File: src/hw/rtl/sgb_pkg.sv
// Shared types, constants and helpers of the separable Gaussian blur core.
package sgb_pkg;

  localparam int RADIUS_DEF      = 5;
  localparam int MAX_WIDTH_DEF   = 1024;
  localparam int WEIGHT_BITS_DEF = 16;

  localparam int MIN_DIM     = 16;
  localparam int MAX_HEIGHT  = 4096;
  localparam int MODE_W      = 2;
  localparam int WIDTH_W     = 11;
  localparam int HEIGHT_W    = 13;
  localparam int CFG_IDX_W   = 3;
  localparam int CFG_DATA_W  = 64;
  localparam int ROW_W       = 12;
  localparam int COL_FIELD_W = 12;
  localparam int RING_FIELD_W = 4;
  localparam int QUEUE_DEPTH = 4;

  typedef enum logic [MODE_W-1:0] {
    MODE_ZERO    = 2'd0,
    MODE_REFLECT = 2'd1,
    MODE_RENORM  = 2'd2,
    MODE_OFF     = 2'd3
  } border_mode_t;

  typedef enum logic [CFG_IDX_W-1:0] {
    REG_BORDER_MODE = 3'd0,
    REG_WIDTH       = 3'd1,
    REG_HEIGHT      = 3'd2,
    REG_VERT_NEAR   = 3'd3,
    REG_VERT_FAR    = 3'd4,
    REG_HORZ_NEAR   = 3'd5,
    REG_HORZ_FAR    = 3'd6
  } cfg_reg_t;

  typedef enum logic [2:0] {
    BK_IDLE,
    BK_TAPS,
    BK_FLUSH,
    BK_DIV,
    BK_OUT
  } back_state_t;

  typedef struct packed {
    logic [MODE_W-1:0]     mode;
    logic [WIDTH_W-1:0]    width;
    logic [HEIGHT_W-1:0]   height;
    logic [CFG_DATA_W-1:0] vert_near;
    logic [CFG_DATA_W-1:0] vert_far;
    logic [CFG_DATA_W-1:0] horz_near;
    logic [CFG_DATA_W-1:0] horz_far;
  } cfg_t;

  // one queued job: optional line store write plus optional window computation
  typedef struct packed {
    logic [7:0]              pix;
    logic                    wr;
    logic [RING_FIELD_W-1:0] wring;
    logic [COL_FIELD_W-1:0]  wcol;
    logic                    first;
    logic                    comp;
    logic [ROW_W-1:0]        orow;
    logic [COL_FIELD_W-1:0]  ocol;
    logic [RING_FIELD_W-1:0] oring;
    logic                    last;
  } job_t;

  function automatic logic [HEIGHT_W-1:0] clamp_dim(input logic [HEIGHT_W-1:0] v,
                                                    input logic [HEIGHT_W-1:0] hi);
    logic [HEIGHT_W-1:0] r;
    if (v < HEIGHT_W'(MIN_DIM)) r = HEIGHT_W'(MIN_DIM);
    else if (v > hi)            r = hi;
    else                        r = v;
    return r;
  endfunction

endpackage

File: src/hw/rtl/sgb_fifo.sv
// Short job queue between the classifying front and the filtering back.
module sgb_fifo import sgb_pkg::*; (
  input  logic clk,
  input  logic rst_n,
  input  logic push,
  input  job_t din,
  output logic full,
  input  logic pop,
  output job_t dout,
  output logic empty
);

  localparam int PTR_W = $clog2(QUEUE_DEPTH);

  job_t             mem_r [QUEUE_DEPTH];
  logic [PTR_W-1:0] wp_r, rp_r;
  logic [PTR_W:0]   cnt_r;

  assign full  = (cnt_r == (PTR_W+1)'(QUEUE_DEPTH));
  assign empty = (cnt_r == '0);
  assign dout  = mem_r[rp_r];

  always_ff @(posedge clk) begin
    if (push && !full) begin
      mem_r[wp_r] <= din;
    end
  end

  always_ff @(posedge clk) begin
    if (!rst_n) begin
      wp_r  <= '0;
      rp_r  <= '0;
      cnt_r <= '0;
    end else begin
      if (push && !full) wp_r <= wp_r + 1'b1;
      if (pop && !empty) rp_r <= rp_r + 1'b1;
      if ((push && !full) && !(pop && !empty))      cnt_r <= cnt_r + 1'b1;
      else if (!(push && !full) && (pop && !empty)) cnt_r <= cnt_r - 1'b1;
    end
  end

endmodule

File: config.mk
export PLATFORM = sky130hd
export DESIGN_NAME = sgb_fifo
export DESIGN_NICKNAME = d
export VERILOG_FILES = /design/src/hw/rtl/sgb_pkg.sv /design/src/hw/rtl/sgb_fifo.sv
export SDC_FILE = /design/constraint.sdc
export NUM_CORES = 1
export LEC_CHECK = 0
export ABC_CLOCK_PERIOD_IN_PS = 6840
export CAP_MARGIN = 10
export CORE_ASPECT_RATIO = 0.8
export CORE_MARGIN = 4
export CORE_UTILIZATION = 65
export CTS_CLUSTER_SIZE = 14
export DETAILED_ROUTE_END_ITERATION = 10
export DONT_BUFFER_PORTS = 1
export GPL_TIMING_DRIVEN = 0
export HOLD_SLACK_MARGIN = 0.06
export PLACE_DENSITY = 0.78
export SYNTH_ARGS = -nofsm -noshare
export SYNTH_HDL_FRONTEND = slang
export SYNTH_SLANG_ARGS = --single-unit
File: constraint.sdc
create_clock -name clk -period 6.84 [get_ports clk]
set_clock_uncertainty 0.05 [all_clocks]
set_input_delay 0.342 -clock clk [delete_from_list [all_inputs] [get_ports clk]]
set_output_delay 0.342 -clock clk [all_outputs]
set_load 0.02 [all_outputs]
# Yosys cells after proc, flatten, opt, wreduce, memory -nomap -nowiden
# Memory sizes are Yosys's and may differ from the RTL's. A register that Yosys moved wholly into a read port is not among the register bits.
# Cells that the tools add are included.
[op_classes]
add_sub_neg = 4
eq_ne = 1
n_mux = 6
reduce_logical = 10
[op_table]
columns = ["cell", "count"]
rows = [
  ["3-bit two-way mux", 2],
  ["2-bit by 1-bit adder with 2-bit output (second input constant)", 2],
  ["1-bit logical AND", 4],
  ["1-bit zero test", 4],
  ["2-bit two-way mux", 2],
  ["3-bit by 1-bit adder with 3-bit output (second input constant)", 1],
  ["3-bit == test (second input constant)", 1],
  ["3-bit zero test", 1],
  ["3-bit by 1-bit subtractor with 3-bit output (second input constant)", 1],
  ["1-bit two-way mux", 2],
  ["2-bit nonzero test", 1],
]
[word_totals]
memories = 1
input_bits = 60
ramBits = 224
regBits = 7
[memory_table]
columns = ["memory", "depth", "word_bits", "read_ports", "rd_clocked_by_memory_dff", "wr", "line", "source"]
rows = [
  ["mem_r", 4, 56, 1, 1, 1, "sgb_fifo.sv:15", "job_t mem_r [QUEUE_DEPTH];"],
]

# Depth between registers and ports, before layout
[depth]
depth_word = 7
ltp_mapped = 9
mapped_depth_nobuf = 8

# Least setup slack after synthesis
# No wires, ideal clock.
[synth_path]
kind = "reg-to-reg"
from = "register cnt_r[0]"
to = "memory mem_r[0][0] (netlist name), enable pin"
path_stages_with_launch = 5
n_path_buf = 1
slack_ns = 4.165
arrival_time_ns = 2.206
setup_time_ns = 0.420
cell_sequence = "dfxtp_1 > nor3b_2 > nor2b_1 > buf_2 > and2_1"
[synth_via]
elab_chain_len = 5
[synth_rtl]
columns = ["item", "line", "source"]
rows = [
  ["from (decl)", "sgb_fifo.sv:17", "logic [PTR_W:0] cnt_r;"],
  ["from (signal assigned)", "sgb_fifo.sv:37", "if ((push && !full) && !(pop && !empty)) cnt_r <= cnt_r + 1'b1;"],
  ["from (signal assigned)", "sgb_fifo.sv:38", "else if (!(push && !full) && (pop && !empty)) cnt_r <= cnt_r - 1'b1;"],
  ["3-bit == test", "sgb_fifo.sv:19", "assign full = (cnt_r == (PTR_W+1)'(QUEUE_DEPTH));"],
  ["net full", "sgb_fifo.sv:7", "output logic full,"],
  ["1-bit zero test", "sgb_fifo.sv:24", "if (push && !full) begin"],
  ["1-bit logical AND", "sgb_fifo.sv:24", ""],
  ["1-bit two-way mux", "sgb_fifo.sv:24", ""],
  ["1-bit two-way mux (not written as such)", "sgb_fifo.sv:25", "mem_r[wp_r] <= din;"],
  ["to (decl)", "sgb_fifo.sv:15", ""],
]
# The timed path passes the listed nets, and every way through them passes these cells.

# Worst setup path after layout
[layout_path]
from = "register cnt_r[0]"
to = "register cnt_r[2]"
[layout_via]
elab_chain_len = 6
elab_cells_between_ends = 15
classes_between = "add/sub: 2; eq/ne: 1; mux: 2; reduce/logical: 10"
[layout_rtl]
columns = ["item", "line"]
rows = [
  ["3-bit == test (*)", "sgb_fifo.sv:19"],
  ["net full", "sgb_fifo.sv:7"],
  ["1-bit zero test (*)", "sgb_fifo.sv:37, sgb_fifo.sv:38"],
  ["1-bit logical AND (*)", "sgb_fifo.sv:37, sgb_fifo.sv:38"],
  ["1-bit zero test", "sgb_fifo.sv:38"],
  ["1-bit logical AND", "sgb_fifo.sv:38"],
  ["2-bit nonzero test (no source line)", "-"],
]
# Mark *: on every way through the listed nets, which the timed path passes. The rest lies on a longest branch. The select of a mux whose other input is x is not followed.
# A chain may end at the register's enable or synchronous reset.

==> impl_metrics.csv <==
group,metric,value,unit
power,cellPowerDensity,388,nW/um2
global_routing,grt_usage,22.2,%
job,max-cap-violations,0,
cells_and_area,synthToLayoutAreaGrowth,17.6,%
clocking,clockBufferDepth,3,
cells_and_area,n_antenna_cell,0,
routing,firstDrtPassIters,4,
clocking,clkLatencyLatePin,0.48,ns
global_routing,grt_pass1_wl,24900,um
floorplanning,die_w,137,um
routing,num_vias,3697,
floorplanning,chipHeight,111,um
sta,worst_slew_pin_slew,0.882,ns
cells_and_area,final_cell_mix,"edfxtp_1, mux4_2, dlygate4sd3_1, clkbuf_16, clkbuf_1",
placement,dp_slack,4.47,ns
floorplanning,initial_core_util,66.6,%
critical_path,cp.required,7.20,ns
sta,drv_slew,0,
power,peakVddDrop,0.329,mV
sta,fin_crit,2.40,ns
clocking,postCtsSetupBuffers,0,
critical_path,endpoint_kind,"flop",
floorplanning,core,12900,um2
cells_and_area,drive_gt1_share,23.4,%
cells_and_area,nFillCells,652,
clocking,cts_tree,"done",
floorplanning,placementRows,37,
clocking,holdBufCountCts,56,
sta,min_period_over_period,35.1,%
placement,hpwl,8220,um
clocking,root_buffer,"clkbuf_16",
critical_path,ff2ff_path_depth,9,
floorplanning,io_pins,118,
power,p_leak,3.22,nW
critical_path,path_class,"reg -> reg",
floorplanning,die_area,15100,um2
logic_synthesis,ys_seq_elements,233,
global_routing,antenna_found_initial,0,
sta,setup_slack,4.44,ns
logic_synthesis,avgSynthCellArea,25.3,um2
placement,gp_congestion,0.678,
clocking,cts_resized,0,
routing,wl,15900,um
critical_path,worstPathMaxFanout,7,
cells_and_area,ff_latch_area,6910,um2
logic_synthesis,synth_seq_area_share,80.3,%
logic_synthesis,ys_types,24,
cells_and_area,nNetsFinal,486,
cells_and_area,multi_input_area,1550,um2
logic_synthesis,synth_area,8600,um2
sta,fin_setup_tns,0,ns
global_routing,grt_start_max_net_pins,57,
routing,ant_nets,0,
sta,rsz0062_at_grt,"false",
cells_and_area,design_area,10100,um2
logic_synthesis,yosys_warnings,0,
sta,setup_viol,0,
sta,hold_viol_final,0,
routing,first_iter_violations,232,
routing,viasPerCell,6.05,
global_routing,grt_pass1_vias,4188,
sta,maxSlewHeadroom,41.2,%
clocking,cts_made_buffers,22,
global_routing,grt_overflow,0,
logic_synthesis,syn_inst,340,
hold_path,hold_class,"in -> reg",
routing,drcViolationCount,0,
placement,portBuffers,0,
placement,placed_area,8830,um2
clocking,cts-htree-levels,1,
status,status,"complete, no violations",
clocking,path_clk_slew,0.06,ns
clocking,cts_sinks,233,
logic_synthesis,syn_nets,406,
cells_and_area,layout_commonest_cell,"edfxtp_1",
routing,wl_per_cell,26.1,um
sta,max_freq,0.416,GHz
critical_path,start_kind,"flop",
critical_path,cp_data_arrival_time,2.77,ns
hold_path,whs_path_depth,3,
-- where the power goes --
part           switching (mW)  internal [mW]  leakage [nW]
Combinational           0.552          0.372         0.745
Clock                   0.479          0.731         0.349
Sequential             0.0531           1.74          2.13
-- Yosys cell counts --
library cell,instances,area share [%]
xor2_1,1,0.10
ha_1,5,0.73
edfxtp_1,224,78
inv_1,3,0.13
nand2_1,4,0.17
o311ai_1,1,0.10
buf_6,1,0.13
and2_1,8,0.58
mux4_2,56,15
a21boi_0,1,0.087
nor2b_1,2,0.15
xnor2_1,3,0.31
nor3b_2,1,0.15
o21ai_0,1,0.058
clkbuf_1,2,0.087
or3_1,1,0.073
dfxtp_1,9,2.1
nor3_1,1,0.058
fa_1,1,0.23
buf_12,4,0.93
buf_2,6,0.35
mux2i_1,3,0.35
buf_4,1,0.087
o31ai_2,1,0.15
-- worst paths after layout --
check	from	end	slack [ns]
max reg2reg	cnt_r[0]	cnt_r[2]	4.44
min reg2reg	wp_r[0]	wp_r[0]	0.46
min	pop	rp_r[0]	0.14
max	cnt_r[0]	cnt_r[2]	4.44
-- through the flow --
stage / utilization (%) / hold slack, ns / cells / power, mW
2_1_floorplan: - / 0.391 / 340 / 2.55
3_3_place_gp: 68.3 / 0.391 / 515 / 2.70
3_5_place_dp: 68.3 / 0.391 / 515 / 2.71
4_1_cts: 78.3 / 0.130 / 611 / 3.96
5_1_grt: 78.3 / 0.156 / 611 / 4.09
6_report: 78.3 / 0.144 / 611 / 3.92
-- kinds of logic (layout without fill, tap and decap cells) --
| family | after synthesis | count (layout) | synth area share (%) |
|---|---|---|---|
| adder cells (fa/ha/maj) | 6 | 6 | 0.960 |
| multiplexers | 59 | 59 | 15.0 |
| XOR/XNOR | 4 | 4 | 0.408 |
| AND/OR/NAND/NOR | 17 | 17 | 1.18 |
| flip-flops | 233 | 233 | 80.3 |
| buffers and inverters | 17 | 113 | 1.72 |
| AO/OA/AOI/OAI | 4 | 4 | 0.393 |
-- worst max-delay path: stages, from the launching register on --
cell and delay (ns):
dfxtp_1 0.50, nor3b_2 0.15, nor2b_1 0.15, buf_2 0.22
ha_1 0.21, inv_1 0.07, fa_1 0.38, xor2_1 0.16
or3_1 0.30, a21boi_0 0.15
-- layout make-up --
cell class	count	area share, %
Clock inverter	8	1.10
Tap cell	175	2.17
Buffer	14	1.35
Timing Repair Buffer	56	5.55
Sequential cell	233	68.3
Multi-Input combinational cell	90	15.4
Inverter	3	0.111
Clock buffer	32	6.03
-- metal layers --
metal	part of all wire (%)	track usage, %	vias to the layer above
met5	0	0	-
met4	2.2	5.37	0
met3	8.3	7.17	28
met2	51	37.1	140
met1	38	28.7	1928
li1	-	-	1601
-- registers in the layout, summed over array words and instances (netlist names), named ones only --
signal / flops
cnt_r: 3
mem_r: 224
rp_r: 2
wp_r: 2
Power figures use the tool's default switching activity.
