--- src/hw/rtl/sgb_pkg.sv ---
// Shared types, constants and helpers of the separable Gaussian blur core.
package sgb_pkg;

  localparam int RADIUS_DEF      = 5;
  localparam int MAX_WIDTH_DEF   = 1024;
  localparam int WEIGHT_BITS_DEF = 16;

  localparam int MIN_DIM     = 16;
  localparam int MAX_HEIGHT  = 4096;
  localparam int MODE_W      = 2;
  localparam int WIDTH_W     = 11;
  localparam int HEIGHT_W    = 13;
  localparam int CFG_IDX_W   = 3;
  localparam int CFG_DATA_W  = 64;
  localparam int ROW_W       = 12;
  localparam int COL_FIELD_W = 12;
  localparam int RING_FIELD_W = 4;
  localparam int QUEUE_DEPTH = 4;

  typedef enum logic [MODE_W-1:0] {
    MODE_ZERO    = 2'd0,
    MODE_REFLECT = 2'd1,
    MODE_RENORM  = 2'd2,
    MODE_OFF     = 2'd3
  } border_mode_t;

  typedef enum logic [CFG_IDX_W-1:0] {
    REG_BORDER_MODE = 3'd0,
    REG_WIDTH       = 3'd1,
    REG_HEIGHT      = 3'd2,
    REG_VERT_NEAR   = 3'd3,
    REG_VERT_FAR    = 3'd4,
    REG_HORZ_NEAR   = 3'd5,
    REG_HORZ_FAR    = 3'd6
  } cfg_reg_t;

  typedef enum logic [2:0] {
    BK_IDLE,
    BK_TAPS,
    BK_FLUSH,
    BK_DIV,
    BK_OUT
  } back_state_t;

  typedef struct packed {
    logic [MODE_W-1:0]     mode;
    logic [WIDTH_W-1:0]    width;
    logic [HEIGHT_W-1:0]   height;
    logic [CFG_DATA_W-1:0] vert_near;
    logic [CFG_DATA_W-1:0] vert_far;
    logic [CFG_DATA_W-1:0] horz_near;
    logic [CFG_DATA_W-1:0] horz_far;
  } cfg_t;

  // one queued job: optional line store write plus optional window computation
  typedef struct packed {
    logic [7:0]              pix;
    logic                    wr;
    logic [RING_FIELD_W-1:0] wring;
    logic [COL_FIELD_W-1:0]  wcol;
    logic                    first;
    logic                    comp;
    logic [ROW_W-1:0]        orow;
    logic [COL_FIELD_W-1:0]  ocol;
    logic [RING_FIELD_W-1:0] oring;
    logic                    last;
  } job_t;

  function automatic logic [HEIGHT_W-1:0] clamp_dim(input logic [HEIGHT_W-1:0] v,
                                                    input logic [HEIGHT_W-1:0] hi);
    logic [HEIGHT_W-1:0] r;
    if (v < HEIGHT_W'(MIN_DIM)) r = HEIGHT_W'(MIN_DIM);
    else if (v > hi)            r = hi;
    else                        r = v;
    return r;
  endfunction

endpackage

--- src/hw/rtl/sgb_front.sv ---
// Front end: accepts beats, tracks raster position and queues write/compute jobs.
module sgb_front import sgb_pkg::*; #(
  parameter int RADIUS    = RADIUS_DEF,
  parameter int MAX_WIDTH = MAX_WIDTH_DEF
) (
  input  logic       clk,
  input  logic       rst_n,
  input  cfg_t       cfg,
  input  logic       in_valid,
  output logic       in_ready,
  input  logic [7:0] in_pixel,
  input  logic       in_drain,
  output logic       q_push,
  output job_t       q_data,
  input  logic       q_full
);

  localparam int TAPS   = 2 * RADIUS + 1;
  localparam int RING_W = $clog2(TAPS);
  localparam int COL_W  = $clog2(MAX_WIDTH);
  localparam int WID_W  = $clog2(MAX_WIDTH + 1);
  localparam int POS_W  = $clog2((MAX_HEIGHT + RADIUS + 1) * MAX_WIDTH);

  logic [HEIGHT_W-1:0] in_row_r;
  logic [COL_W-1:0]    in_col_r;
  logic [RING_W-1:0]   in_ring_r;
  logic [ROW_W-1:0]    out_row_r;
  logic [COL_W-1:0]    out_col_r;
  logic [RING_W-1:0]   out_ring_r;
  logic [POS_W-1:0]    pos_r, lag_r;
  logic [WID_W-1:0]    lat_w_r;
  logic [HEIGHT_W-1:0] lat_h_r;

  logic                first, ignore, wr, comp, last, take;
  logic [WID_W-1:0]    w_c;
  logic [HEIGHT_W-1:0] h_c;

  always_comb begin
    first  = (in_row_r == '0) && (in_col_r == '0);
    w_c    = first ? WID_W'(clamp_dim(HEIGHT_W'(cfg.width), HEIGHT_W'(MAX_WIDTH))) : lat_w_r;
    h_c    = first ? clamp_dim(cfg.height, HEIGHT_W'(MAX_HEIGHT)) : lat_h_r;
    wr     = (in_row_r < h_c);
    ignore = in_drain && wr;
    comp   = !first && (pos_r >= lag_r);
    last   = comp && (HEIGHT_W'(out_row_r) == h_c - 1'b1)
                  && (WID_W'(out_col_r) == w_c - 1'b1);
    in_ready = !q_full;
    take   = in_valid && in_ready && !ignore;
    q_push = take && (wr || comp);
    q_data.pix   = in_pixel;
    q_data.wr    = wr;
    q_data.wring = RING_FIELD_W'(in_ring_r);
    q_data.wcol  = COL_FIELD_W'(in_col_r);
    q_data.first = first;
    q_data.comp  = comp;
    q_data.orow  = out_row_r;
    q_data.ocol  = COL_FIELD_W'(out_col_r);
    q_data.oring = RING_FIELD_W'(out_ring_r);
    q_data.last  = last;
  end

  always_ff @(posedge clk) begin
    if (!rst_n) begin
      in_row_r   <= '0;
      in_col_r   <= '0;
      in_ring_r  <= '0;
      out_row_r  <= '0;
      out_col_r  <= '0;
      out_ring_r <= '0;
      pos_r      <= '0;
      lag_r      <= '0;
      lat_w_r    <= '0;
      lat_h_r    <= '0;
    end else if (take) begin
      if (first) begin
        lat_w_r <= w_c;
        lat_h_r <= h_c;
        lag_r   <= POS_W'(w_c) * POS_W'(RADIUS) + POS_W'(RADIUS);
      end
      if (last) begin
        in_row_r   <= '0;
        in_col_r   <= '0;
        in_ring_r  <= '0;
        out_row_r  <= '0;
        out_col_r  <= '0;
        out_ring_r <= '0;
        pos_r      <= '0;
      end else begin
        pos_r <= pos_r + 1'b1;
        if (WID_W'(in_col_r) == w_c - 1'b1) begin
          in_col_r  <= '0;
          in_row_r  <= in_row_r + 1'b1;
          in_ring_r <= (in_ring_r == RING_W'(TAPS - 1)) ? '0 : in_ring_r + 1'b1;
        end else begin
          in_col_r <= in_col_r + 1'b1;
        end
        if (comp) begin
          if (WID_W'(out_col_r) == w_c - 1'b1) begin
            out_col_r  <= '0;
            out_row_r  <= out_row_r + 1'b1;
            out_ring_r <= (out_ring_r == RING_W'(TAPS - 1)) ? '0 : out_ring_r + 1'b1;
          end else begin
            out_col_r <= out_col_r + 1'b1;
          end
        end
      end
    end
  end

endmodule

--- config.mk ---
export PLATFORM = sky130hd
export DESIGN_NAME = sgb_front
export DESIGN_NICKNAME = d
export VERILOG_FILES = /design/src/hw/rtl/sgb_pkg.sv /design/src/hw/rtl/sgb_front.sv
export SDC_FILE = /design/constraint.sdc
export NUM_CORES = 1
export LEC_CHECK = 0
export ABC_AREA = 1
export BUFFER_PORTS_ARGS = -buffer_cell sky130_fd_sc_hd__buf_2
export CAP_MARGIN = 15
export CORE_ASPECT_RATIO = 1.4
export CORE_MARGIN = 2
export CORE_UTILIZATION = 51
export CTS_CLUSTER_SIZE = 16
export DETAILED_ROUTE_END_ITERATION = 7
export PLACE_DENSITY = 0.85
export SLEW_MARGIN = 20
export SYNTH_ARGS = -nofsm -noshare
export SYNTH_HDL_FRONTEND = slang
export SYNTH_SLANG_ARGS = --single-unit
--- constraint.sdc ---
create_clock -name clk -period 4.3 [get_ports clk]
set_clock_uncertainty 0.15 [all_clocks]
set_input_delay 0.645 -clock clk [delete_from_list [all_inputs] [get_ports clk]]
set_output_delay 0.645 -clock clk [all_outputs]
set_load 0.02 [all_outputs]
Word-level counts from Yosys, hierarchy flattened
Index checks and enable logic that the tools add are counted.

Add/subtract/negate cells: 10. $mul: 1. Order comparisons: 6. Equality and inequality tests: 5. Mux-type cells: 24. Reductions and logical operators: 21.

Operators by type and width (count): two-way mux 13 bit (5); two-way mux 10 bit (5); two-way mux 12 bit (3); two-way mux 11 bit (3); two-way mux 4 bit (7); adder 23 x 1 -> 23 bit, second input constant (1); greater-or-equal comparator 23 bit (1); two-way mux 23 bit (1); equality test 10 x 11 -> 1 bit (2); adder 10 x 1 -> 10 bit, second input constant (2); adder 14 x 3 -> 15 bit, second input constant (1); multiplier 11 x 3 -> 14 bit, second input constant (1); adder 13 x 1 -> 13 bit, second input constant (1); equality test 12 x 13 -> 1 bit (1); > comparator 13 bit, second input constant (1); logical NOT 13 bit (1); less-than comparator 13 bit (1); less-than comparator 13 x 5 -> 1 bit, second input constant (1); subtractor 13 x 1 -> 13 bit, second input constant (1); adder 12 x 1 -> 12 bit, second input constant (1); > comparator 11 bit, second input constant (1); less-than comparator 11 x 5 -> 1 bit, second input constant (1); subtractor 11 x 1 -> 11 bit, second input constant (1); logical NOT 10 bit (1); other kinds (8) (23).

Register bits after elaboration: 123. Output and inout port bits: 58.

Longest topological paths before layout
Gate-level depths: netlist of the first run.

Word-level depth: 10. Mapped depth: 29. Gate-level depth less buffers: 28.

Least setup slack after synthesis of the first run
Ideal clock, no wire load.

Path type: reg2reg. From: register in_col_r[0]. To: register lag_r[12]. Library setup time: 128 ps. Arrival time: 3827 ps. Path slack: 195 ps. Cell stages (with the launch flop): 24. Buffers on the path: 1. Period minus slack after synthesis: 4105 ps. Cells stage by stage: dfxtp_1 -> inv_1 -> ha_1 -> nand3_1 -> nor2_2 -> nand3_4 -> clkbuf_1 -> nand2_1 -> nand2_1 -> ha_1 -> ha_1 -> ha_1 -> nand2_1 -> inv_1 -> nand4_1 -> o211ai_1 -> a21oi_1 -> o21ai_0 -> a21oi_1 -> o21ai_0 -> a21oi_1 -> o21ai_0 -> xnor2_1 -> a21oi_1.

RTL lines: start: declaration (RTL line sgb_front.sv:25) `logic [COL_W-1:0] in_col_r;`; start signal: assignment (RTL line sgb_front.sv:95) `in_col_r <= in_col_r + 1'b1;`; logical NOT 10 bit (RTL line sgb_front.sv:39) `first = (in_row_r == '0) && (in_col_r == '0);`; logical AND 1 bit (RTL line sgb_front.sv:39); two-way mux 11 bit (RTL line sgb_front.sv:40) `w_c = first ? WID_W'(clamp_dim(HEIGHT_W'(cfg.width), HEIGHT_W'(MAX_WIDTH))) : lat_w_r;`; via w_c[5] (RTL line sgb_front.sv:35) `logic [WID_W-1:0] w_c;`; multiplier 11 x 3 -> 14 bit (RTL line sgb_front.sv:78) `lag_r <= POS_W'(w_c) * POS_W'(RADIUS) + POS_W'(RADIUS);`; adder 14 x 3 -> 15 bit (RTL line sgb_front.sv:78); end signal: assignment (RTL line sgb_front.sv:78); end: declaration (RTL line sgb_front.sv:30) `logic [POS_W-1:0] pos_r, lag_r;`.

The timed path passes the listed nets, and every way through them passes these cells. A chain may end at the register's enable or synchronous reset.

==> flow_summary.toml, run 1 <==
[logic_synthesis]
synthArstFlopShare_pct = 0
synth.most_common_cell = "nand2_1"
yosysWarnings = 0
syn_area_per_cell_um2 = 6.29
synth_edf_count = 0
netlist.area_leader.share_pct = 24.9
netlist_top_cells_count = "nand2_1, inv_1, nor2_1"
ys_ff_latch = 114
syn_inst = 1457
seq_area_frac_synth_pct = 24.9
synth_top_flop_cell = "dfxtp_1"
syn_area_um2 = 9170
synth_area_leaders = "dfxtp_1, nand2_1, ha_1, inv_1, nor2_1"
yosysTopAreaCell = "dfxtp_1"
ys_types = 47

[pwr]
clkPwrFrac_pct = 41.4
total_power_mw = 3.45
comb_power_share_pct = 27.0
p_seq_share_pct = 31.6
p_per_area_nw_per_um2 = 310
leakagePower_nw = 5.45
intPower_mw = 2.32
vdd_drop_max_mv = 0.261
p_sw_share_pct = 32.7
switching_power_mw = 1.13

[route]
drc_errors = 0
ant_nets = 0
routed_wl_mm = 29.8
post_drt_wl_per_cell_um = 16.1
vias = 10300
dr.pass1.iters = 5
initialDrtViolationCount = 1024
routed_via_density = 5.55

[cells_and_area]
fin_cells = 1850
syn_to_final_growth_pct = 21.4
insertedDiodeCount = 0
design_area_um2 = 11100
layout.nets = 1961
n_fill_cell = 1544
drive_gt1_share_pct = 20.6

[clock_network]
clk_pin_slew_ns = 0.06
cts_buffers = 17
htreeDepth = 4
cts-root-buf = "clkbuf_16"
insertion_delay_ns = 0.43
clk_path_buf_depth = 2
cts_sinks = 114
cts_tree = "done"

[setup_path]
cpPeakStageDelay_ns = 0.32
arrival_ns = 3.48
worstPathRequired_ns = 3.50
path_common_cell = "nand2_1"
worstSetupPathType = "flop to output port"
worstSetupEndpointType = "output port"
crit_path_max_fanout = 5
cp-start-kind = "flop"
slowest_stage = "dfxtp_1"
path_cells = "inv_1 > ha_4 > nand3_1 > nor2_4 > nand3_2 > nand2_1 > nand2_4 > inv_2 > ha_2 > nand3_2 > nor2_4 > nand2_2 > nand2_1 > nand2_1 > nand2_2 > nand2_1 > nor2_2 > nand3_4 > nor2_4 > nand3_1 > inv_1 > buf_4"
reg2reg_slack_ns = 0.08

[placement]
place_hpwl_mm = 22.4
place_congestion = 0.997
placed_area_um2 = 10200
placedCellCount = 1804
pre_cts_ws_ns = -0.0673
port_buffers = 74

[grt]
grt_pass1_wl_mm = 46.7
grt_overflow_total = 0
grt_max_degree = 34
grtUsageTotal_pct = 30.2
grt_pass1_vias = 9697
grt_antenna_before_repair = 0

[timing]
hold_viol = 0
fin_ws_ns = 0.0237
period_minus_slack_ns = 4.28
setup_viol_count_final = 0
maxSlewViolCount = 0
maxSlewHeadroom_pct = 43.3
fin_crit_sh_pct = 99.4
tns_ns = 0
worstMarginPinSlew_ns = 0.847
fmax_ghz = 0.234
rsz0062_at_grt = "true"

[job]
cap_violations = 0

[worst_hold_path]
hold_path_class = "flop to flop"

[floorplanning]
num_rows = 58
io-pin-count = 353
start_util_pct = 51.6
dieHeight_um = 163
die_w_um = 117
core_area_um2 = 17800
die_area_um2 = 19100

[run_status]
status = "finished, final reports clean"
## kinds of logic (layout without fill, tap and decap cells)
group / count (synthesis) / count (layout) / synth area share (%)
AND/OR/NAND/NOR: 809 / 810 / 39.6
buffers and inverters: 245 / 394 / 11.2
AO/OA/AOI/OAI: 169 / 169 / 10.0
flip-flops: 114 / 114 / 24.9
adder cells (fa/ha/maj): 69 / 69 / 9.42
XOR/XNOR: 50 / 50 / 4.78
other: 1 / 4 / 0.0409
## placed cells by master (no fill, tap or decap), types with 32 or more instances in the layout
| cell type | count |
|---|---|
| nand2_1 | 371 |
| inv_1 | 171 |
| nor2_1 | 160 |
| dfxtp_1 | 111 |
| nand3_1 | 100 |
| a21oi_1 | 87 |
| buf_4 | 83 |
| buf_2 | 73 |
| ha_1 | 61 |
| o21ai_0 | 47 |
| xor2_1 | 44 |
| nand4_1 | 36 |
| nand2_2 | 33 |
| nor3_1 | 32 |
## registers in the layout (all words and copies together), names as in the netlist
signal / flops
lat_w_r: 11
out_ring_r: 4
in_col_r: 10
in_row_r: 13
in_ring_r: 4
out_col_r: 10
lat_h_r: 13
out_row_r: 12
lag_r: 14
pos_r: 23
## what timing repair did
action / CTS / global route
hold buffers: 0 / 0
setup endpoints to repair: 3 / 18
pin swaps: 4 / 16
cloned: 0 / 1
gates resized for setup: 8 / 55
setup buffers: 1 / 12
## path summary, 6_finish.rpt
path         cells after the start                     start                       to
min reg2reg                      2   lat_h_r[3]$_SDFFE_PN0P_  lat_h_r[3]$_SDFFE_PN0P_
max                             22  in_col_r[1]$_SDFFE_PN0P_                q_data[0]
min                              2   lat_h_r[3]$_SDFFE_PN0P_  lat_h_r[3]$_SDFFE_PN0P_
max reg2reg                     22  in_col_r[1]$_SDFFE_PN0P_   lag_r[11]$_SDFFE_PN0P_
## final cells by class
type	count	area [um2]	share of cell area (%)
clock buffers	23	488	4.39
clock inverters	9	104	0.933
inverters	201	754	6.78
multi-input cells	1102	6110	55.0
flip-flops and latches	114	2290	20.5
well taps	240	300	2.70
repair buffers	161	1080	9.70
## critical path: cells and delay by family, from the launching register on
kind / cells / cell delay (ns)
fa+ha+maj: 2 / 0.39
simple gates: 16 / 1.98
buf+inv: 4 / 0.38
flops: 1 / 0.32
## power groups by stage
| stage | Sequential, mW | Combinational [mW] | Clock, mW |
|---|---|---|---|
| CTS | 1.09 | 0.834 | 1.43 |
| finish | 1.09 | 0.930 | 1.43 |
| detailed placement | 1.11 | 0.818 | 0 |
| global placement | 1.11 | 0.799 | 0 |
| global route | 1.09 | 1.02 | 1.48 |
| floorplan | 1.11 | 0.593 | 0 |
## metal layers
metal	track usage [%]	wire length (um)
met3	3.78	2100
met5	0	0
met2	53.4	14400
met4	19.8	2010
met1	34.4	11300
## through the flow
stage	util, %	hold WS (ns)
2_1_floorplan	-	0.280
6_report	62.6	0.315
5_1_grt	62.6	0.328
4_1_cts	60.7	0.312
3_5_place_dp	57.2	0.304
3_3_place_gp	57.2	0.293
No activity file was read; power rests on OpenSTA's default activity.
==> run 2: changes to the inputs <==
--- a/config.mk
+++ b/config.mk
@@ -7,8 +7,7 @@
 export LEC_CHECK = 0
 export ABC_AREA = 1
 export BUFFER_PORTS_ARGS = -buffer_cell sky130_fd_sc_hd__buf_2
-export CAP_MARGIN = 15
-export CORE_ASPECT_RATIO = 1.4
+export CAP_MARGIN = 10
 export CORE_MARGIN = 2
 export CORE_UTILIZATION = 51
 export CTS_CLUSTER_SIZE = 16
==> run 2 against run 1 <==
Effect of this change: critical path depth fell by 3; critical endpoint is now q_push; power is 2.4% lower; global-route usage down 2.0 points; setup slack better by 0.076 ns; cell count down 1.6%; combinational power shrank 5.6%.
==> flow_summary.toml, run 2 (synthesis results as in run 1) <==
[setup_path]
cpPeakStageDelay_ns = 0.35
cp-start-kind = "flop"
critPathLaunch = "in_row_r[1]$_SDFFE_PN0P_"
slowest_stage = "dfxtp_2"
worstPathRequired_ns = 3.50
crit_path_max_fanout = 8
path_cells = "inv_2 > ha_4 > nand2_1 > inv_1 > nand2_1 > nor2_4 > nand3_2 > buf_4 > nand2_1 > nand2_2 > ha_1 > a21oi_1 > o21ai_0 > a21oi_1 > a21boi_4 > nand2_4 > nand2_8 > nor2_1 > buf_2"
path_common_cell = "nand2_1"
r2r_start = "in_row_r[1]$_SDFFE_PN0P_"
worstSetupEndpointType = "output port"
arrival_ns = 3.41
worstSetupPathType = "flop to output port"

[route]
initialDrtViolationCount = 897
dr.pass1.iters = 6
routed_via_density = 5.50
ant_nets = 0
drc_errors = 0
vias = 10000
post_drt_wl_per_cell_um = 15.0
routed_wl_mm = 27.3

[worst_hold_path]
hold_path_class = "flop to flop"
hold_path.startpoint = "lat_h_r[4]$_SDFFE_PN0P_"

[grt]
grt_overflow_total = 0
grt_pass1_wl_mm = 44.6
grt_antenna_before_repair = 0
grt_pass1_vias = 9322
grtUsageTotal_pct = 28.3
grt_max_degree = 30

[cells_and_area]
design_area_um2 = 10900
regMostFlops = "pos_r"
fin_cells = 1820
n_fill_cell = 1615
insertedDiodeCount = 0
syn_to_final_growth_pct = 18.4
largest_reg_flops = 23
drive_gt1_share_pct = 18.7
layout.nets = 1942
final_common_cell = "nand2_1"
largestRegisters = "pos_r: 23 flops, lag_r: 14 flops"
final_cell_mix = "nand2_1, inv_1, nor2_1"

[pwr]
total_power_mw = 3.37
clkPwrFrac_pct = 41.6
intPower_mw = 2.27
p_sw_share_pct = 32.7
switching_power_mw = 1.10
comb_power_share_pct = 26.1
vdd_drop_max_mv = 0.259
p_per_area_nw_per_um2 = 310
p_seq_share_pct = 32.3
leakagePower_nw = 5.33

[timing]
fmax_ghz = 0.238
hold_viol = 0
fin_crit_sh_pct = 97.7
worstMarginPinSlew_ns = 0.766
maxSlewHeadroom_pct = 48.8
fin_ws_ns = 0.0993
setup_viol_count_final = 0
rsz0062_at_grt = "true"
maxSlewViolCount = 0
tns_ns = 0
period_minus_slack_ns = 4.20

[placement]
place_congestion = 1.03
placedCellCount = 1776
pre_cts_ws_ns = 0.0122
placed_area_um2 = 10000
place_hpwl_mm = 21.1
port_buffers = 74

[clock_network]
clk_pin_slew_ns = 0.06
insertion_delay_ns = 0.43
ctsHoldBuffers = 0
clk_path_buf_depth = 2
htreeDepth = 4
cts_tree = "done"
cts-root-buf = "clkbuf_16"
cts_buffers = 17
cts_sinks = 114

[floorplanning]
io-pin-count = 353
die_w_um = 138
core_area_um2 = 17800
start_util_pct = 51.6
dieHeight_um = 138
num_rows = 49
die_area_um2 = 19100

[run_status]
status = "finished, final reports clean"

[job]
cap_violations = 0
run 2: cell types whose count changed in the layout (fill, tap and decap cells not counted), sizes merged:
cell,change
buf,-18
clkbuf,-1
clkinv,+1
nand3,-1
run 2: metal layers:
layer / vias to the layer above / track usage, % / wire length (um)
li1: 4924 / - / -
met4: 0 / 11.0 / 881
met2: 450 / 46.0 / 12400
met3: 71 / 5.09 / 2370
met5: - / 0 / 0
met1: 4564 / 37.4 / 11700
run 2: worst max-delay path: cells and delay by family, from the launching register on:
kind	cells	cell delay, ns
AO/OA/AOI/OAI	4	0.70
AND/OR/NAND/NOR	9	0.98
flip-flops	1	0.35
adder cells (fa/ha/maj)	2	0.45
buffers and inverters	4	0.51
run 2: final cells by class:
class	count	area, um2	area share, %
Sequential cell	114	2280	21.0
Multi-Input combinational cell	1101	6050	55.7
Inverter	201	754	6.95
Clock buffer	22	464	4.28
Tap cell	229	287	2.64
Clock inverter	10	109	1.00
Timing Repair Buffer	143	911	8.39
run 2: worst paths after layout:
check | cells after the start | slack, ns | endpoint
setup / recovery | 19 | 0.1 | q_push
hold / removal | 2 | 0.31 | lat_h_r[4]$_SDFFE_PN0P_
setup reg to reg | 24 | 0.19 | lag_r[12]$_SDFFE_PN0P_
hold reg to reg | 2 | 0.31 | lat_h_r[4]$_SDFFE_PN0P_
run 2: power groups by stage:
stage / combinational, mW / sequential [mW] / clock [mW]
after floorplan: 0.593 / 1.11 / 0
after global placement: 0.788 / 1.11 / 0
after detailed placement: 0.804 / 1.11 / 0
after CTS: 0.826 / 1.09 / 1.41
after global routing: 0.972 / 1.09 / 1.46
final: 0.878 / 1.09 / 1.40
run 2: stage by stage:
stage          hold WS [ns]  util (%)
2_1_floorplan         0.280         -
3_3_place_gp          0.290      56.3
3_5_place_dp          0.298      56.3
4_1_cts               0.309      59.9
5_1_grt               0.334      61.1
6_report              0.308      61.1
run 2: timing repair:
| item | 4_1_cts | 5_1_grt |
|---|---|---|
| pin swaps | 6 | 13 |
| buffers inserted | 4 | 8 |
| gates resized for setup | 9 | 38 |
| setup endpoints to repair | 2 | 19 |
| gates cloned | 0 | 0 |
